$ cat config.mk
export PLATFORM = sky130hd
export DESIGN_NAME = half_step_stepper_controller_top_flat
export DESIGN_NICKNAME = d
export VERILOG_FILES = /design/src/rtl/hssc_pkg.sv /design/src/rtl/hssc_if.sv /design/src/rtl/hssc_datapath.sv /design/src/rtl/hssc_ctrl.sv /design/src/rtl/half_step_stepper_controller_top.sv /design/src/flat_wrapper.sv
export SDC_FILE = /design/constraint.sdc
export NUM_CORES = 1
export LEC_CHECK = 0
export BUFFER_PORTS_ARGS = -buffer_cell sky130_fd_sc_hd__buf_2
export CORE_MARGIN = 2
export CORE_UTILIZATION = 30
export DETAILED_ROUTE_END_ITERATION = 8
export SLEW_MARGIN = 40
export SYNTH_ARGS = -nofsm -noshare
export SYNTH_HDL_FRONTEND = slang
export SYNTH_SLANG_ARGS = --single-unit
$ cat constraint.sdc
create_clock -name clk -period 17.74 [get_ports clk]
set_input_delay 1.774 -clock clk [delete_from_list [all_inputs] [get_ports clk]]
set_output_delay 1.774 -clock clk [all_outputs]
set_load 0.05 [all_outputs]
$ cat src/rtl/hssc_pkg.sv
// Package for the half-step stepper controller: shared constants, codes,
// the command/status structs between controller and datapath, and pattern tables.
// No dependencies.
package hssc_pkg;

  // Sequence and duty scaling.
  localparam int SEQ_LENGTH = 8;
  localparam int IDX_W      = $clog2(SEQ_LENGTH);
  localparam int FULL_DUTY  = 1600;
  localparam int DUTY_W     = 11;
  localparam int POWER_W    = 10;
  localparam int PERMILLE   = 1000;

  // Power times FULL_DUTY, and the reciprocal used to divide it by 1000.
  localparam int SCALED_W   = POWER_W + DUTY_W;
  localparam int RECIP_SH   = 31;
  localparam int RECIP_W    = 22;
  localparam logic [RECIP_W-1:0] RECIP_1000 =
    RECIP_W'(((64'd1 << RECIP_SH) + 64'(PERMILLE) - 64'd1) / 64'(PERMILLE));
  localparam int PROD_W     = SCALED_W + RECIP_W;

  // Field widths.
  localparam int FREQ_W     = 20;
  localparam int STEPS_W    = 32;
  localparam int POS_W      = 32;
  localparam int DELAY_W    = 24;
  localparam int CFG_IDX_W  = 4;
  localparam int CFG_DATA_W = 32;

  // Half-period divider: 500000 / |freq|.
  localparam int DIVIDEND   = 500000;
  localparam int QUO_W      = $clog2(DIVIDEND + 1);
  localparam int DIV_STEPS  = QUO_W;
  localparam int DIV_CNT_W  = $clog2(DIV_STEPS);

  // Reset values of the configuration registers.
  localparam logic [POWER_W-1:0] RUN_POWER_RST    = POWER_W'(1000);
  localparam logic [POWER_W-1:0] REST_POWER_RST   = POWER_W'(300);
  localparam logic [DELAY_W-1:0] HOLD_DELAY_RST   = DELAY_W'(100000);
  localparam logic [SCALED_W-1:0] HOLD_SCALED_RST = SCALED_W'(300 * FULL_DUTY);

  // Configuration register indexes.
  localparam logic [CFG_IDX_W-1:0] CFG_RUN_POWER      = CFG_IDX_W'(0);
  localparam logic [CFG_IDX_W-1:0] CFG_REST_POWER     = CFG_IDX_W'(1);
  localparam logic [CFG_IDX_W-1:0] CFG_HOLD_DELAY     = CFG_IDX_W'(2);
  localparam logic [CFG_IDX_W-1:0] CFG_START_POSITION = CFG_IDX_W'(3);

  // Item modes.
  localparam logic MODE_TICK = 1'b0;
  localparam logic MODE_MOVE = 1'b1;

  typedef enum logic [1:0] {
    POL_OFF = 2'd0,
    POL_POS = 2'd1,
    POL_NEG = 2'd2
  } pol_t;

  typedef enum logic [1:0] {
    ST_HOLDING  = 2'd0,
    ST_ROTATING = 2'd1,
    ST_STOPPED  = 2'd2
  } status_t;

  // Commands from the controller to the datapath.
  typedef struct packed {
    logic load_item;
    logic run_tick;
    logic div_init;
    logic div_step;
    logic commit_move;
    logic load_out;
  } hssc_cmd_t;

  // Status from the datapath to the controller.
  typedef struct packed {
    logic is_move;
    logic freq_zero;
  } hssc_sts_t;

  // One result beat.
  typedef struct packed {
    pol_t                coil_a_polarity;
    logic [DUTY_W-1:0]   coil_a_duty;
    pol_t                coil_b_polarity;
    logic [DUTY_W-1:0]   coil_b_duty;
    status_t             motor_status;
    logic [POS_W-1:0]    position;
    logic [STEPS_W-1:0]  steps_remaining;
  } hssc_res_t;

  // Reduce a sequence index to its place in the eight-entry pattern.
  function automatic logic [2:0] pat_sel(input logic [IDX_W-1:0] idx);
    logic [IDX_W+2:0] wide;
    wide = {3'b000, idx};
    return wide[2:0];
  endfunction

  // Half-step pattern, phase A.
  function automatic pol_t pat_a(input logic [2:0] sel);
    pol_t p;
    case (sel)
      3'd0:    p = POL_POS;
      3'd1:    p = POL_OFF;
      3'd2:    p = POL_NEG;
      3'd3:    p = POL_NEG;
      3'd4:    p = POL_NEG;
      3'd5:    p = POL_OFF;
      3'd6:    p = POL_POS;
      default: p = POL_POS;
    endcase
    return p;
  endfunction

  // Half-step pattern, phase B.
  function automatic pol_t pat_b(input logic [2:0] sel);
    pol_t p;
    case (sel)
      3'd0:    p = POL_POS;
      3'd1:    p = POL_POS;
      3'd2:    p = POL_POS;
      3'd3:    p = POL_OFF;
      3'd4:    p = POL_NEG;
      3'd5:    p = POL_NEG;
      3'd6:    p = POL_NEG;
      default: p = POL_OFF;
    endcase
    return p;
  endfunction

endpackage

$ cat src/rtl/hssc_if.sv
// Channel interfaces of the half-step stepper controller: item input,
// result output and configuration write. Depends on hssc_pkg.

interface hssc_cmd_if import hssc_pkg::*; ();
  logic                valid;
  logic                ready;
  logic                mode;
  logic [FREQ_W-1:0]   move_frequency;
  logic [STEPS_W-1:0]  move_steps;

  modport source (output valid, mode, move_frequency, move_steps, input ready);
  modport sink   (input valid, mode, move_frequency, move_steps, output ready);
endinterface

interface hssc_res_if import hssc_pkg::*; ();
  logic                valid;
  logic                ready;
  logic [1:0]          coil_a_polarity;
  logic [DUTY_W-1:0]   coil_a_duty;
  logic [1:0]          coil_b_polarity;
  logic [DUTY_W-1:0]   coil_b_duty;
  logic [1:0]          motor_status;
  logic [POS_W-1:0]    position;
  logic [STEPS_W-1:0]  steps_remaining;

  modport source (output valid, coil_a_polarity, coil_a_duty, coil_b_polarity, coil_b_duty,
                  motor_status, position, steps_remaining, input ready);
  modport sink   (input valid, coil_a_polarity, coil_a_duty, coil_b_polarity, coil_b_duty,
                  motor_status, position, steps_remaining, output ready);
endinterface

interface hssc_cfg_if import hssc_pkg::*; ();
  logic                   valid;
  logic                   ready;
  logic [CFG_IDX_W-1:0]   index;
  logic [CFG_DATA_W-1:0]  data;

  modport source (output valid, index, data, input ready);
  modport sink   (input valid, index, data, output ready);
endinterface

$ cat src/rtl/hssc_datapath.sv
// Datapath of the half-step stepper controller: configuration registers,
// motor state, serial half-period divider, coil duty scaling and result register.
// Depends on hssc_pkg.
module hssc_datapath import hssc_pkg::*; (
  input  logic                   clk,
  input  logic                   rst,
  input  hssc_cmd_t              cmd,
  output hssc_sts_t              sts,
  input  logic                   in_mode,
  input  logic [FREQ_W-1:0]      in_frequency,
  input  logic [STEPS_W-1:0]     in_steps,
  input  logic                   cfg_we,
  input  logic [CFG_IDX_W-1:0]   cfg_index,
  input  logic [CFG_DATA_W-1:0]  cfg_data,
  output hssc_res_t              res_data
);

  typedef enum logic [1:0] {
    PH_HOLD  = 2'd0,
    PH_START = 2'd1,
    PH_END   = 2'd2,
    PH_WAIT  = 2'd3
  } phase_t;

  localparam logic [IDX_W-1:0]   IDX_LAST = IDX_W'(SEQ_LENGTH - 1);
  localparam logic [DELAY_W-1:0] IDLE_MAX = {DELAY_W{1'b1}};

  // Configuration registers; a start position write goes straight to the counter.
  logic [POWER_W-1:0]  run_power;
  logic [POWER_W-1:0]  rest_power;
  logic [DELAY_W-1:0]  hold_delay;

  // Motor state.
  logic [IDX_W-1:0]    table_index;
  phase_t              fsm_phase;
  logic [QUO_W-1:0]    wait_left;
  logic                reverse;
  logic [QUO_W-1:0]    half_period;
  logic [STEPS_W-1:0]  steps_left;
  logic [POS_W-1:0]    step_position;
  logic [DELAY_W-1:0]  idle_ticks;
  status_t             status_reg;
  logic [2:0]          drv_sel;
  logic [SCALED_W-1:0] drv_scaled;

  // Latched item.
  logic                item_mode;
  logic [FREQ_W-1:0]   item_freq;
  logic [STEPS_W-1:0]  item_steps;

  // Divider registers.
  logic [FREQ_W-1:0]   div_mag;
  logic [FREQ_W-1:0]   div_rem;
  logic [QUO_W-1:0]    div_num;
  logic [QUO_W-1:0]    div_quo;

  // Result register.
  hssc_res_t           res_reg;

  logic [IDX_W-1:0]    idx_next;
  logic [STEPS_W-1:0]  steps_dec;
  logic [FREQ_W:0]     div_trial;
  logic [FREQ_W-1:0]   freq_mag;
  logic [PROD_W-1:0]   duty_prod;
  logic [DUTY_W-1:0]   duty_quot;
  logic [DUTY_W-1:0]   duty_mag;

  assign sts.is_move   = (item_mode == MODE_MOVE);
  assign sts.freq_zero = (item_freq == '0);
  assign res_data      = res_reg;

  // Next sequence index in the direction of travel.
  always_comb begin
    if (reverse) begin
      idx_next = (table_index == '0) ? IDX_LAST : table_index - IDX_W'(1);
    end else begin
      idx_next = (table_index == IDX_LAST) ? '0 : table_index + IDX_W'(1);
    end
  end

  assign steps_dec = (steps_left != '0) ? steps_left - STEPS_W'(1) : '0;

  // Two's complement magnitude of the move frequency.
  assign freq_mag  = item_freq[FREQ_W-1] ? (~item_freq + FREQ_W'(1)) : item_freq;
  assign div_trial = {div_rem, div_num[QUO_W-1]};

  // Duty = drive power * FULL_DUTY / 1000, saturated.
  assign duty_prod = PROD_W'(drv_scaled) * PROD_W'(RECIP_1000);
  assign duty_quot = duty_prod[RECIP_SH +: DUTY_W];
  assign duty_mag  = (duty_quot > DUTY_W'(FULL_DUTY)) ? DUTY_W'(FULL_DUTY) : duty_quot;

  // Configuration registers and motor state.
  always_ff @(posedge clk) begin
    if (rst) begin
      run_power      <= RUN_POWER_RST;
      rest_power     <= REST_POWER_RST;
      hold_delay     <= HOLD_DELAY_RST;
      table_index    <= '0;
      fsm_phase      <= PH_HOLD;
      wait_left      <= '0;
      reverse        <= 1'b0;
      half_period    <= '0;
      steps_left     <= '0;
      step_position  <= '0;
      idle_ticks     <= '0;
      status_reg     <= ST_HOLDING;
      drv_sel        <= '0;
      drv_scaled     <= HOLD_SCALED_RST;
    end else begin
      // Move command: direction, half-period and step count.
      if (cmd.commit_move) begin
        reverse     <= item_freq[FREQ_W-1];
        half_period <= div_quo;
        steps_left  <= item_steps;
      end

      // One microsecond tick.
      if (cmd.run_tick) begin
        if (wait_left != '0) begin
          wait_left <= wait_left - QUO_W'(1);
        end else begin
          case (fsm_phase)
            PH_HOLD: begin
              if (steps_left != '0) begin
                drv_sel    <= pat_sel(table_index);
                drv_scaled <= SCALED_W'(run_power) * SCALED_W'(FULL_DUTY);
                fsm_phase  <= PH_START;
                wait_left  <= half_period;
              end
            end
            PH_START: begin
              status_reg  <= ST_ROTATING;
              table_index <= idx_next;
              drv_sel     <= pat_sel(idx_next);
              drv_scaled  <= SCALED_W'(run_power) * SCALED_W'(FULL_DUTY);
              fsm_phase   <= PH_END;
              wait_left   <= half_period;
            end
            PH_END: begin
              if (!table_index[0]) begin
                step_position <= reverse ? step_position - POS_W'(1)
                                         : step_position + POS_W'(1);
                steps_left    <= steps_dec;
                if (steps_dec == '0) begin
                  idle_ticks <= '0;
                  fsm_phase  <= PH_WAIT;
                  status_reg <= ST_STOPPED;
                end else begin
                  fsm_phase  <= PH_START;
                end
              end else begin
                fsm_phase <= PH_START;
              end
              wait_left <= '0;
            end
            default: begin
              if (idle_ticks >= hold_delay) begin
                drv_sel    <= pat_sel(table_index);
                drv_scaled <= SCALED_W'(rest_power) * SCALED_W'(FULL_DUTY);
                fsm_phase  <= PH_HOLD;
                status_reg <= ST_HOLDING;
              end else if (steps_left != '0) begin
                fsm_phase  <= PH_START;
              end else if (idle_ticks != IDLE_MAX) begin
                idle_ticks <= idle_ticks + DELAY_W'(1);
              end
              wait_left <= '0;
            end
          endcase
        end
      end

      // Configuration writes; the start position loads the counter.
      if (cfg_we) begin
        case (cfg_index)
          CFG_RUN_POWER:      run_power     <= cfg_data[POWER_W-1:0];
          CFG_REST_POWER:     rest_power    <= cfg_data[POWER_W-1:0];
          CFG_HOLD_DELAY:     hold_delay    <= cfg_data[DELAY_W-1:0];
          CFG_START_POSITION: step_position <= cfg_data[POS_W-1:0];
          default: ;
        endcase
      end
    end
  end

  // Item latch and restoring divider, one quotient bit per step.
  always_ff @(posedge clk) begin
    if (cmd.load_item) begin
      item_mode  <= in_mode;
      item_freq  <= in_frequency;
      item_steps <= in_steps;
    end
    if (cmd.div_init) begin
      div_mag <= freq_mag;
      div_rem <= '0;
      div_num <= QUO_W'(DIVIDEND);
      div_quo <= '0;
    end else if (cmd.div_step) begin
      if (div_trial >= {1'b0, div_mag}) begin
        div_rem <= FREQ_W'(div_trial - {1'b0, div_mag});
        div_quo <= {div_quo[QUO_W-2:0], 1'b1};
      end else begin
        div_rem <= div_trial[FREQ_W-1:0];
        div_quo <= {div_quo[QUO_W-2:0], 1'b0};
      end
      div_num <= {div_num[QUO_W-2:0], 1'b0};
    end
  end

  // Result register, loaded when the controller publishes a beat.
  always_ff @(posedge clk) begin
    if (cmd.load_out) begin
      if (pat_a(drv_sel) == POL_OFF || duty_mag == '0) begin
        res_reg.coil_a_polarity <= POL_OFF;
        res_reg.coil_a_duty     <= '0;
      end else begin
        res_reg.coil_a_polarity <= pat_a(drv_sel);
        res_reg.coil_a_duty     <= duty_mag;
      end
      if (pat_b(drv_sel) == POL_OFF || duty_mag == '0) begin
        res_reg.coil_b_polarity <= POL_OFF;
        res_reg.coil_b_duty     <= '0;
      end else begin
        res_reg.coil_b_polarity <= pat_b(drv_sel);
        res_reg.coil_b_duty     <= duty_mag;
      end
      res_reg.motor_status    <= status_reg;
      res_reg.position        <= step_position;
      res_reg.steps_remaining <= steps_left;
    end
  end

  // The sequence index never leaves the sequence.
  a_index_range: assert property (@(posedge clk) disable iff (rst)
    table_index <= IDX_LAST)
    else $error("table index beyond sequence length");

  // Waiting for the hold timeout is only ever reported as stopped.
  a_wait_stopped: assert property (@(posedge clk) disable iff (rst)
    fsm_phase == PH_WAIT |-> status_reg == ST_STOPPED)
    else $error("hold wait phase without stopped status");

  // The hold phase is entered only with the holding status.
  a_hold_holding: assert property (@(posedge clk) disable iff (rst)
    fsm_phase == PH_HOLD |-> status_reg == ST_HOLDING)
    else $error("hold phase without holding status");

endmodule

$ cat src/rtl/hssc_ctrl.sv
// Controller of the half-step stepper controller: sequences accept, divide,
// tick update and result publish through commands to the datapath.
// Depends on hssc_pkg.
module hssc_ctrl import hssc_pkg::*; (
  input  logic       clk,
  input  logic       rst,
  input  logic       cmd_valid,
  output logic       cmd_ready,
  output logic       res_valid,
  input  logic       res_ready,
  input  hssc_sts_t  sts,
  output hssc_cmd_t  cmd
);

  typedef enum logic [2:0] {
    S_IDLE,
    S_DISPATCH,
    S_DIV,
    S_COMMIT,
    S_PUB
  } state_t;

  localparam logic [DIV_CNT_W-1:0] DIV_LAST = DIV_CNT_W'(DIV_STEPS - 1);

  state_t               state;
  logic [DIV_CNT_W-1:0] div_cnt;
  logic                 accept;
  logic                 out_free;

  assign cmd_ready = (state == S_IDLE);
  assign accept    = cmd_valid && cmd_ready;
  assign out_free  = !res_valid || res_ready;

  // Commands decoded from the current state.
  always_comb begin
    cmd             = '0;
    cmd.load_item   = accept;
    cmd.run_tick    = (state == S_DISPATCH) && !sts.is_move;
    cmd.div_init    = (state == S_DISPATCH) && sts.is_move && !sts.freq_zero;
    cmd.div_step    = (state == S_DIV);
    cmd.commit_move = (state == S_COMMIT);
    cmd.load_out    = (state == S_PUB) && out_free;
  end

  // State, divide counter and result valid.
  always_ff @(posedge clk) begin
    if (rst) begin
      state     <= S_IDLE;
      div_cnt   <= '0;
      res_valid <= 1'b0;
    end else begin
      case (state)
        S_IDLE: begin
          if (accept) begin
            state <= S_DISPATCH;
          end
        end
        S_DISPATCH: begin
          div_cnt <= '0;
          if (sts.is_move && !sts.freq_zero) begin
            state <= S_DIV;
          end else begin
            state <= S_PUB;
          end
        end
        S_DIV: begin
          div_cnt <= div_cnt + DIV_CNT_W'(1);
          if (div_cnt == DIV_LAST) begin
            state <= S_COMMIT;
          end
        end
        S_COMMIT: begin
          state <= S_PUB;
        end
        S_PUB: begin
          if (out_free) begin
            state <= S_IDLE;
          end
        end
        default: begin
          state <= S_IDLE;
        end
      endcase

      // Result valid rises with a published beat and falls once it is taken.
      if (cmd.load_out) begin
        res_valid <= 1'b1;
      end else if (res_ready) begin
        res_valid <= 1'b0;
      end
    end
  end

  // The divide counter stays within the quotient length.
  a_div_range: assert property (@(posedge clk) disable iff (rst)
    state == S_DIV |-> div_cnt <= DIV_LAST)
    else $error("divide counter overran");

  // A result is never loaded over one that has not been taken.
  a_no_overwrite: assert property (@(posedge clk) disable iff (rst)
    cmd.load_out |-> (!res_valid || res_ready))
    else $error("result register overwritten");

  // Every accepted item is dispatched in the next cycle.
  a_dispatch: assert property (@(posedge clk) disable iff (rst)
    accept |=> state == S_DISPATCH)
    else $error("accepted item not dispatched");

endmodule

$ cat src/rtl/half_step_stepper_controller_top.sv
// Top level of the half-step stepper controller: joins controller, datapath
// and the channel interfaces. Depends on hssc_pkg, hssc_if, hssc_ctrl, hssc_datapath.
//
//   Channel  Direction  Beat carries
//   cmd      in         mode, move_frequency, move_steps
//   res      out        coil A/B polarity and duty, motor_status, position, steps_remaining
//   cfg      in         register index and write data (always ready)
//
// A tick or an ignored move goes from accept through dispatch and publish back to idle.
// A move with a nonzero frequency adds the divide and commit steps: the serial divider
// produces one half-period bit per cycle.
// Reset is synchronous; divider, item and result registers are not reset, all others are.
// A stalled result holds in the output register; the next item is still accepted
// and waits in the publish step until that result is taken.
module half_step_stepper_controller_top import hssc_pkg::*; (
  input logic        clk,
  input logic        rst,
  hssc_cmd_if.sink   cmd,
  hssc_res_if.source res,
  hssc_cfg_if.sink   cfg
);

  hssc_cmd_t cmd_bus;
  hssc_sts_t sts_bus;
  hssc_res_t res_data;

  assign cfg.ready = 1'b1;

  hssc_ctrl u_ctrl (
    .clk       (clk),
    .rst       (rst),
    .cmd_valid (cmd.valid),
    .cmd_ready (cmd.ready),
    .res_valid (res.valid),
    .res_ready (res.ready),
    .sts       (sts_bus),
    .cmd       (cmd_bus)
  );

  hssc_datapath u_datapath (
    .clk          (clk),
    .rst          (rst),
    .cmd          (cmd_bus),
    .sts          (sts_bus),
    .in_mode      (cmd.mode),
    .in_frequency (cmd.move_frequency),
    .in_steps     (cmd.move_steps),
    .cfg_we       (cfg.valid),
    .cfg_index    (cfg.index),
    .cfg_data     (cfg.data),
    .res_data     (res_data)
  );

  // Result payload onto the output channel.
  assign res.coil_a_polarity = res_data.coil_a_polarity;
  assign res.coil_a_duty     = res_data.coil_a_duty;
  assign res.coil_b_polarity = res_data.coil_b_polarity;
  assign res.coil_b_duty     = res_data.coil_b_duty;
  assign res.motor_status    = res_data.motor_status;
  assign res.position        = res_data.position;
  assign res.steps_remaining = res_data.steps_remaining;

endmodule
$ cat src/flat_wrapper.sv
// flat-port wrapper written by rule: the top's interface ports become plain ports
module half_step_stepper_controller_top_flat import hssc_pkg::*;
  (clk, rst, cmd_valid, cmd_mode, cmd_move_frequency, cmd_move_steps, cmd_ready, res_valid, res_coil_a_polarity, res_coil_a_duty, res_coil_b_polarity, res_coil_b_duty, res_motor_status, res_position, res_steps_remaining, res_ready, cfg_valid, cfg_index, cfg_data, cfg_ready);
  hssc_cmd_if cmd_i ();
  hssc_res_if res_i ();
  hssc_cfg_if cfg_i ();
  input logic clk;
  input logic rst;
  input wire logic [$bits(cmd_i.valid)-1:0] cmd_valid;
  input wire logic [$bits(cmd_i.mode)-1:0] cmd_mode;
  input wire logic [$bits(cmd_i.move_frequency)-1:0] cmd_move_frequency;
  input wire logic [$bits(cmd_i.move_steps)-1:0] cmd_move_steps;
  output wire logic [$bits(cmd_i.ready)-1:0] cmd_ready;
  output wire logic [$bits(res_i.valid)-1:0] res_valid;
  output wire logic [$bits(res_i.coil_a_polarity)-1:0] res_coil_a_polarity;
  output wire logic [$bits(res_i.coil_a_duty)-1:0] res_coil_a_duty;
  output wire logic [$bits(res_i.coil_b_polarity)-1:0] res_coil_b_polarity;
  output wire logic [$bits(res_i.coil_b_duty)-1:0] res_coil_b_duty;
  output wire logic [$bits(res_i.motor_status)-1:0] res_motor_status;
  output wire logic [$bits(res_i.position)-1:0] res_position;
  output wire logic [$bits(res_i.steps_remaining)-1:0] res_steps_remaining;
  input wire logic [$bits(res_i.ready)-1:0] res_ready;
  input wire logic [$bits(cfg_i.valid)-1:0] cfg_valid;
  input wire logic [$bits(cfg_i.index)-1:0] cfg_index;
  input wire logic [$bits(cfg_i.data)-1:0] cfg_data;
  output wire logic [$bits(cfg_i.ready)-1:0] cfg_ready;
  assign cmd_i.valid = cmd_valid;
  assign cmd_i.mode = cmd_mode;
  assign cmd_i.move_frequency = cmd_move_frequency;
  assign cmd_i.move_steps = cmd_move_steps;
  assign cmd_ready = cmd_i.ready;
  assign res_valid = res_i.valid;
  assign res_coil_a_polarity = res_i.coil_a_polarity;
  assign res_coil_a_duty = res_i.coil_a_duty;
  assign res_coil_b_polarity = res_i.coil_b_polarity;
  assign res_coil_b_duty = res_i.coil_b_duty;
  assign res_motor_status = res_i.motor_status;
  assign res_position = res_i.position;
  assign res_steps_remaining = res_i.steps_remaining;
  assign res_i.ready = res_ready;
  assign cfg_i.valid = cfg_valid;
  assign cfg_i.index = cfg_index;
  assign cfg_i.data = cfg_data;
  assign cfg_ready = cfg_i.ready;
  half_step_stepper_controller_top u_core (.clk(clk), .rst(rst), .cmd(cmd_i), .res(res_i), .cfg(cfg_i));
endmodule
==> impl_metrics.py, run 1 <==
metrics = {
    "cts": {
        "holdBufCountCts": 0,
        "cts_tree": "yes",
        "cts_resized": 0,
        "clk_path_buf_depth": 3,
        "cts.sink_count": 423,
        "numCtsBuffers": 50,
        "insertion_delay_ns": 0.62,
        "h-tree-depth": 2,
        "cts_setup_buffers": 0,
        "root_buffer": "clkbuf_16",
        "clk_pin_slew_ns": 0.06,
    },
    "yosys": {
        "ys_warn_count": 0,
        "yosys-top-cells-area": "dfxtp_1, edfxtp_1, ha_1",
        "synthFlopType": "dfxtp_1",
        "synth_cells": 2910,
        "ys_ff_latch": 423,
        "synth_edf_count": 165,
        "syn-num-nets": 3367,
        "synth_common_cells": "nand2_1, ha_1, inv_1",
        "yosys.cell_count.top_type": "nand2_1",
        "synth.avg_cell_area_sq_um": 9.054,
        "synth.distinct_cells": 85,
        "synth_top_area_frac": 0.1960,
        "synthesis.area_sq_um": 26350,
        "synthArstFlopShare": 0,
        "seq_area_frac_synth": 0.3841,
        "synth_top_area_cell": "dfxtp_1",
    },
    "sta": {
        "fmax_ghz": 0.1512,
        "worstMarginPinSlew_ns": 0.7815,
        "max_slew_margin": 0.4716,
        "skew_ns": 0.06506,
        "hold_violations": 0,
        "period_share": 0.3729,
        "setup_viol": 0,
        "hold-worst-slack_ns": 0.4331,
        "min_period_ns": 6.615,
        "rsz0062_at_grt": "no",
        "drv_slew": 0,
        "setup_tns_ns": 0,
    },
    "drt": {
        "drcViolationCount": 0,
        "drt_wl_total_microns": 69810,
        "drt_iter0_markers": 1149,
        "ant_nets": 0,
        "drt_pass1_iterations": 5,
        "drt-wirelength-per-cell_microns": 16.41,
        "vias": 21000,
        "vias_per_cell": 4.937,
    },
    "run_status": {
        "status": "complete, no violations",
    },
    "setup_path": {
        "start_kind": "register",
        "slowest_stage": "o311ai_0",
        "arrival_ns": 7.07,
        "slowest_delay_ns": 0.68,
        "crit_chain": "ha_1 > ha_1 > ha_1 > fa_1 > inv_1 > fa_1 > inv_1 > ha_1 > ha_1 > ha_1 > a21oi_1 > o221ai_1 > a211o_1 > o311ai_0 > o21ai_0 > a311oi_1 > nand2b_1 > a21oi_1 > nor2_1",
        "critical_path_class": "reg2reg",
        "end_kind": "register",
        "cp_max_fo": 8,
        "critPathRequiredTime_ns": 18.20,
        "cpMostUsedCell": "ha_1",
    },
    "pwr": {
        "power_leakage_nw": 12.73,
        "cellPowerDensity_nw_per_um2": 99.83,
        "ir_drop_mv": 0.07671,
        "power_mw": 3.014,
    },
    "place": {
        "dp.final_hpwl_microns": 50840,
        "dp_cells": 4159,
        "globalplace.congestion": 0.8607,
        "port_buffers": 187,
    },
    "final_layout": {
        "fin_nets": 3513,
        "fillers": 9007,
        "final_util": 0.3475,
        "areaGrowthSynthToFinish_pct": 14.60,
        "regArea_sq_um": 10120,
        "multi_input_area_sq_um": 14850,
        "largest_reg_flops": 92,
        "fin_cells": 4253,
        "diodes": 0,
        "layout-drive-gt1-share": 0.1065,
    },
    "run": {
        "drv_cap": 0,
    },
    "die": {
        "dieWidth_microns": 300.4,
        "die_h_microns": 300.4,
        "dieArea_sq_um": 90210,
        "rows": 108,
        "io_pins": 189,
        "coreArea_sq_um": 86890,
        "initial_core_util": 0.3032,
    },
    "global_routing": {
        "grt_pass1_vias": 20020,
        "grt_max_degree": 63,
        "track_usage": 0.1516,
        "grt_overflow": 0,
        "antenna_found_initial": 0,
        "grt_pass1_wl_microns": 110400,
    },
    "min_path": {
        "hp-class": "reg2reg",
    },
}
==> worst paths after layout <==
check                           slack (ns)                               start                             end  cells after the start
worst min register to register        0.43  u_core.u_datapath.step_position[4]  u_core.u_datapath.res_data[36]                      0
worst max-delay path                 11.13    u_core.u_datapath.drv_scaled[14]  u_core.u_datapath.res_data[79]                     19
worst max register to register       11.13    u_core.u_datapath.drv_scaled[14]  u_core.u_datapath.res_data[79]                     19
worst min-delay path                  0.43  u_core.u_datapath.step_position[4]  u_core.u_datapath.res_data[36]                      0
==> where the power goes <==
group / total, mW / internal (mW) / switching, mW
registers: 1.13 / 1.09 / 0.0391
clock network: 1.03 / 0.592 / 0.435
logic: 0.862 / 0.344 / 0.518
==> critical path, delay by kind of cell, from the launching register on <==
kind,cells,cell delay (ns)
compound gates,7,2.46
fa+ha+maj,8,2.94
buf+inv,2,0.09
flops,1,0.54
simple gates,2,0.48
==> placed cells by master (no fill, tap or decap), types with 34 or more instances in the layout <==
master     netlist  routed
xnor2_1         72      72
fa_1            67      67
nor2_1         218     213
o21ai_0        159     158
dfxtp_1        258     257
nor3_1          51      48
a21oi_1        215     215
inv_1          268     268
o211ai_1        36      36
ha_1           296     296
buf_2            6     186
nand3_1         46      45
edfxtp_1       165     165
nand2_1        419     418
xor2_1          38      38
clkbuf_16        0      52
mux2i_1         34      34
==> layer usage <==
metal / global-route usage / wire, microns
met4: 0.04048 / 1581
met5: 0 / 0
met2: 0.2543 / 32900
met3: 0.02110 / 2709
met1: 0.2038 / 32620
==> stage by stage <==
stage	cell area [sq um]	setup slack, ns
after global routing	30190	10.62
after CTS	30190	11.20
after detailed placement	28540	11.16
final	30190	11.13
after global placement	28510	11.29
after floorplan	26350	11.52
==> final cells by class <==
type	instances	area share
clock inverters	20	0.006091
repair buffers	210	0.03692
flip-flops and latches	423	0.3352
clock buffers	74	0.04861
inverters	269	0.03344
multi-input cells	2102	0.4919
well taps	1155	0.04786
==> kinds of logic (layout without fill, tap and decap cells) <==
group,count (synthesis),in the layout,share of synthesized area
simple gates,940,940,0.1637
buf+inv,385,573,0.05561
xor+xnor,110,110,0.03657
flops,423,423,0.3841
other cells,1,1,0.0001423
mux,35,35,0.01334
fa+ha+maj,363,363,0.1915
compound gates,653,653,0.1551
No activity file was read; power rests on OpenSTA's default activity.
==> run 2: changes to the inputs <==
==> constraint.sdc (replaced) <==
create_clock -name clk -period 5.6 [get_ports clk]
set_input_delay 0.56 -clock clk [delete_from_list [all_inputs] [get_ports clk]]
set_output_delay 0.56 -clock clk [all_outputs]
set_load 0.05 [all_outputs]
==> impl_metrics.py, run 2 (same netlist as run 1, synthesis figures left out) <==
metrics = {
    "run_status": {
        "status": "complete, no violations",
    },
    "die": {
        "io_pins": 189,
        "dieWidth_microns": 300.4,
        "rows": 108,
        "coreArea_sq_um": 86890,
        "die_h_microns": 300.4,
        "dieArea_sq_um": 90210,
        "initial_core_util": 0.3032,
    },
    "cts": {
        "holdBufCountCts": 0,
        "cts_tree": "yes",
        "h-tree-depth": 2,
        "cts.sink_count": 423,
        "insertion_delay_ns": 0.63,
        "root_buffer": "clkbuf_16",
        "clk_pin_slew_ns": 0.06,
        "clk_path_buf_depth": 3,
        "numCtsBuffers": 51,
    },
    "pwr": {
        "cellPowerDensity_nw_per_um2": 337.2,
        "combPwrFrac": 0.363,
        "ir_drop_mv": 0.3102,
        "p_clk_frac": 0.308,
        "power_leakage_nw": 13.38,
        "sw_frac_of_total": 0.3349,
        "switchingPower_mw": 3.622,
        "p_int_mw": 7.191,
        "p_seq_frac": 0.329,
    },
    "drt": {
        "vias": 21470,
        "ant_nets": 0,
        "drt_pass1_iterations": 5,
        "drcViolationCount": 0,
        "drt_iter0_markers": 1129,
        "drt_wl_total_microns": 71500,
        "vias_per_cell": 4.921,
        "drt-wirelength-per-cell_microns": 16.39,
    },
    "final_layout": {
        "fin_nets": 3621,
        "mostFrequentLayoutCells": "nand2_1, inv_1, dfxtp_1",
        "diodes": 0,
        "layout-drive-gt1-share": 0.1802,
        "largest_reg_flops": 92,
        "layout_commonest_cell": "nand2_1",
        "areaGrowthSynthToFinish_pct": 21.72,
        "fin_cells": 4362,
    },
    "setup_path": {
        "critical_path_class": "reg2reg",
        "slowest_delay_ns": 0.53,
        "crit_family": "adder cells",
        "crit_chain": "buf_6 > ha_4 > inv_2 > fa_2 > inv_2 > ha_4 > fa_1 > inv_2 > fa_1 > inv_2 > ha_4 > ha_4 > and4_4 > and3_4 > a221oi_4 > nand2b_4 > nand3_4 > mux2_4 > or4_4 > o31ai_4 > a21oi_2 > buf_6 > nor2_2",
        "start_kind": "register",
        "slowest_stage": "fa_2",
        "arrival_ns": 6.05,
        "worstPathBufferInverterCount": 6,
        "regToRegSetupSlack_ns": 0.02,
        "critPathRequiredTime_ns": 6.07,
        "end_kind": "register",
        "cp_max_fo": 8,
    },
    "global_routing": {
        "grt_pass1_wl_microns": 112300,
        "grt_pass1_vias": 20670,
        "grt_max_degree": 90,
        "grt_overflow": 0,
        "antenna_found_initial": 1,
        "track_usage": 0.1541,
    },
    "sta": {
        "max_slew_margin": 0.4641,
        "period_share": 0.9967,
        "hold_violations": 0,
        "drv_slew": 0,
        "rsz0062_at_grt": "yes",
        "skew_ns": 0.05699,
        "fmax_ghz": 0.1792,
        "setup_tns_ns": 0,
        "worstMarginPinSlew_ns": 0.8038,
        "setup_viol": 0,
        "min_period_ns": 5.582,
    },
    "place": {
        "dp_cells": 4243,
        "dp.final_hpwl_microns": 52220,
        "globalplace.congestion": 0.8684,
        "port_buffers": 187,
    },
    "run": {
        "drv_cap": 0,
    },
    "min_path": {
        "hp-class": "in2reg",
    },
}
==> run 2: cell count changes in the layout (fill, tap and decap cells not counted), sizes merged <==
cell and change:
clkbuf -5, clkinvlp +1, inv +1, buf +107, clkinv +5
==> run 2: worst reg2reg max path, stage by stage, from the launching register on <==
cell	delay, ns
dfxtp_4	0.38
buf_6	0.13
ha_4	0.25
inv_2	0.03
fa_2	0.53
inv_2	0.04
ha_4	0.21
fa_1	0.52
inv_2	0.04
fa_1	0.53
inv_2	0.06
ha_4	0.27
ha_4	0.19
and4_4	0.18
and3_4	0.15
a221oi_4	0.28
nand2b_4	0.18
nand3_4	0.08
mux2_4	0.32
or4_4	0.52
o31ai_4	0.24
a21oi_2	0.08
buf_6	0.15
nor2_2	0.10
==> run 2: power groups by stage <==
stage	logic (mW)	clock network [mW]	registers (mW)
finish	3.93	3.33	3.56
global route	4.37	3.56	3.58
CTS	3.30	3.43	3.56
detailed placement	2.95	0	3.62
global placement	2.90	0	3.62
floorplan	2.07	0	3.65
==> run 2: what timing repair did <==
item                       in CTS  in global routing
pin swaps                      32                 49
resized for setup              54                111
buffers inserted                9                 13
hold endpoints to repair        0                  0
gates cloned                    0                  0
setup endpoints to repair      26                 26
==> run 2: area by class of cell <==
| class | instances | area [sq um] |
|---|---|---|
| Clock buffer | 69 | 1456 |
| Clock inverter | 27 | 255.2 |
| Fill cell | 8765 | 54820 |
| Inverter | 269 | 1010 |
| Multi-Input combinational cell | 2102 | 15780 |
| Sequential cell | 423 | 10160 |
| Tap cell | 1155 | 1445 |
| Timing Repair Buffer | 317 | 1964 |
==> run 2: worst paths after layout <==
| kind | from | to | depth (start not counted) |
|---|---|---|---|
| setup / recovery | u_core.u_datapath.drv_scaled[16] | u_core.u_datapath.res_data[79] | 23 |
| hold / removal | cmd_move_steps[1] | u_core.u_datapath.item_steps[1] | 1 |
| setup reg to reg | u_core.u_datapath.drv_scaled[16] | u_core.u_datapath.res_data[79] | 23 |
| hold reg to reg | u_core.u_datapath.div_num[16] | u_core.u_datapath.div_num[17] | 2 |
==> run 2: metrics by stage <==
stage	util	area (sq um)	hold slack, ns	total power [mW]	setup slack [ns]
3_5_place_dp	0.3365	29240	0.4217	6.574	-0.3617
6_report	0.3691	32070	0.09855	10.81	0.01838
3_3_place_gp	0.3359	29180	0.4228	6.518	-0.2696
5_1_grt	0.3691	32070	0.06478	11.51	-0.1198
4_1_cts	0.3609	31360	0.05933	10.29	0.004708
2_1_floorplan	-	26400	0.4029	5.717	0.001139
==> run 2: layer usage <==
metal / vias up / part of all wire / global-route usage
met4: 0 / 0.022 / 0.03857
met2: 404 / 0.48 / 0.2637
met1: 10220 / 0.45 / 0.2029
met5: - / 0 / 0
li1: 10750 / - / -
met3: 90 / 0.042 / 0.02312
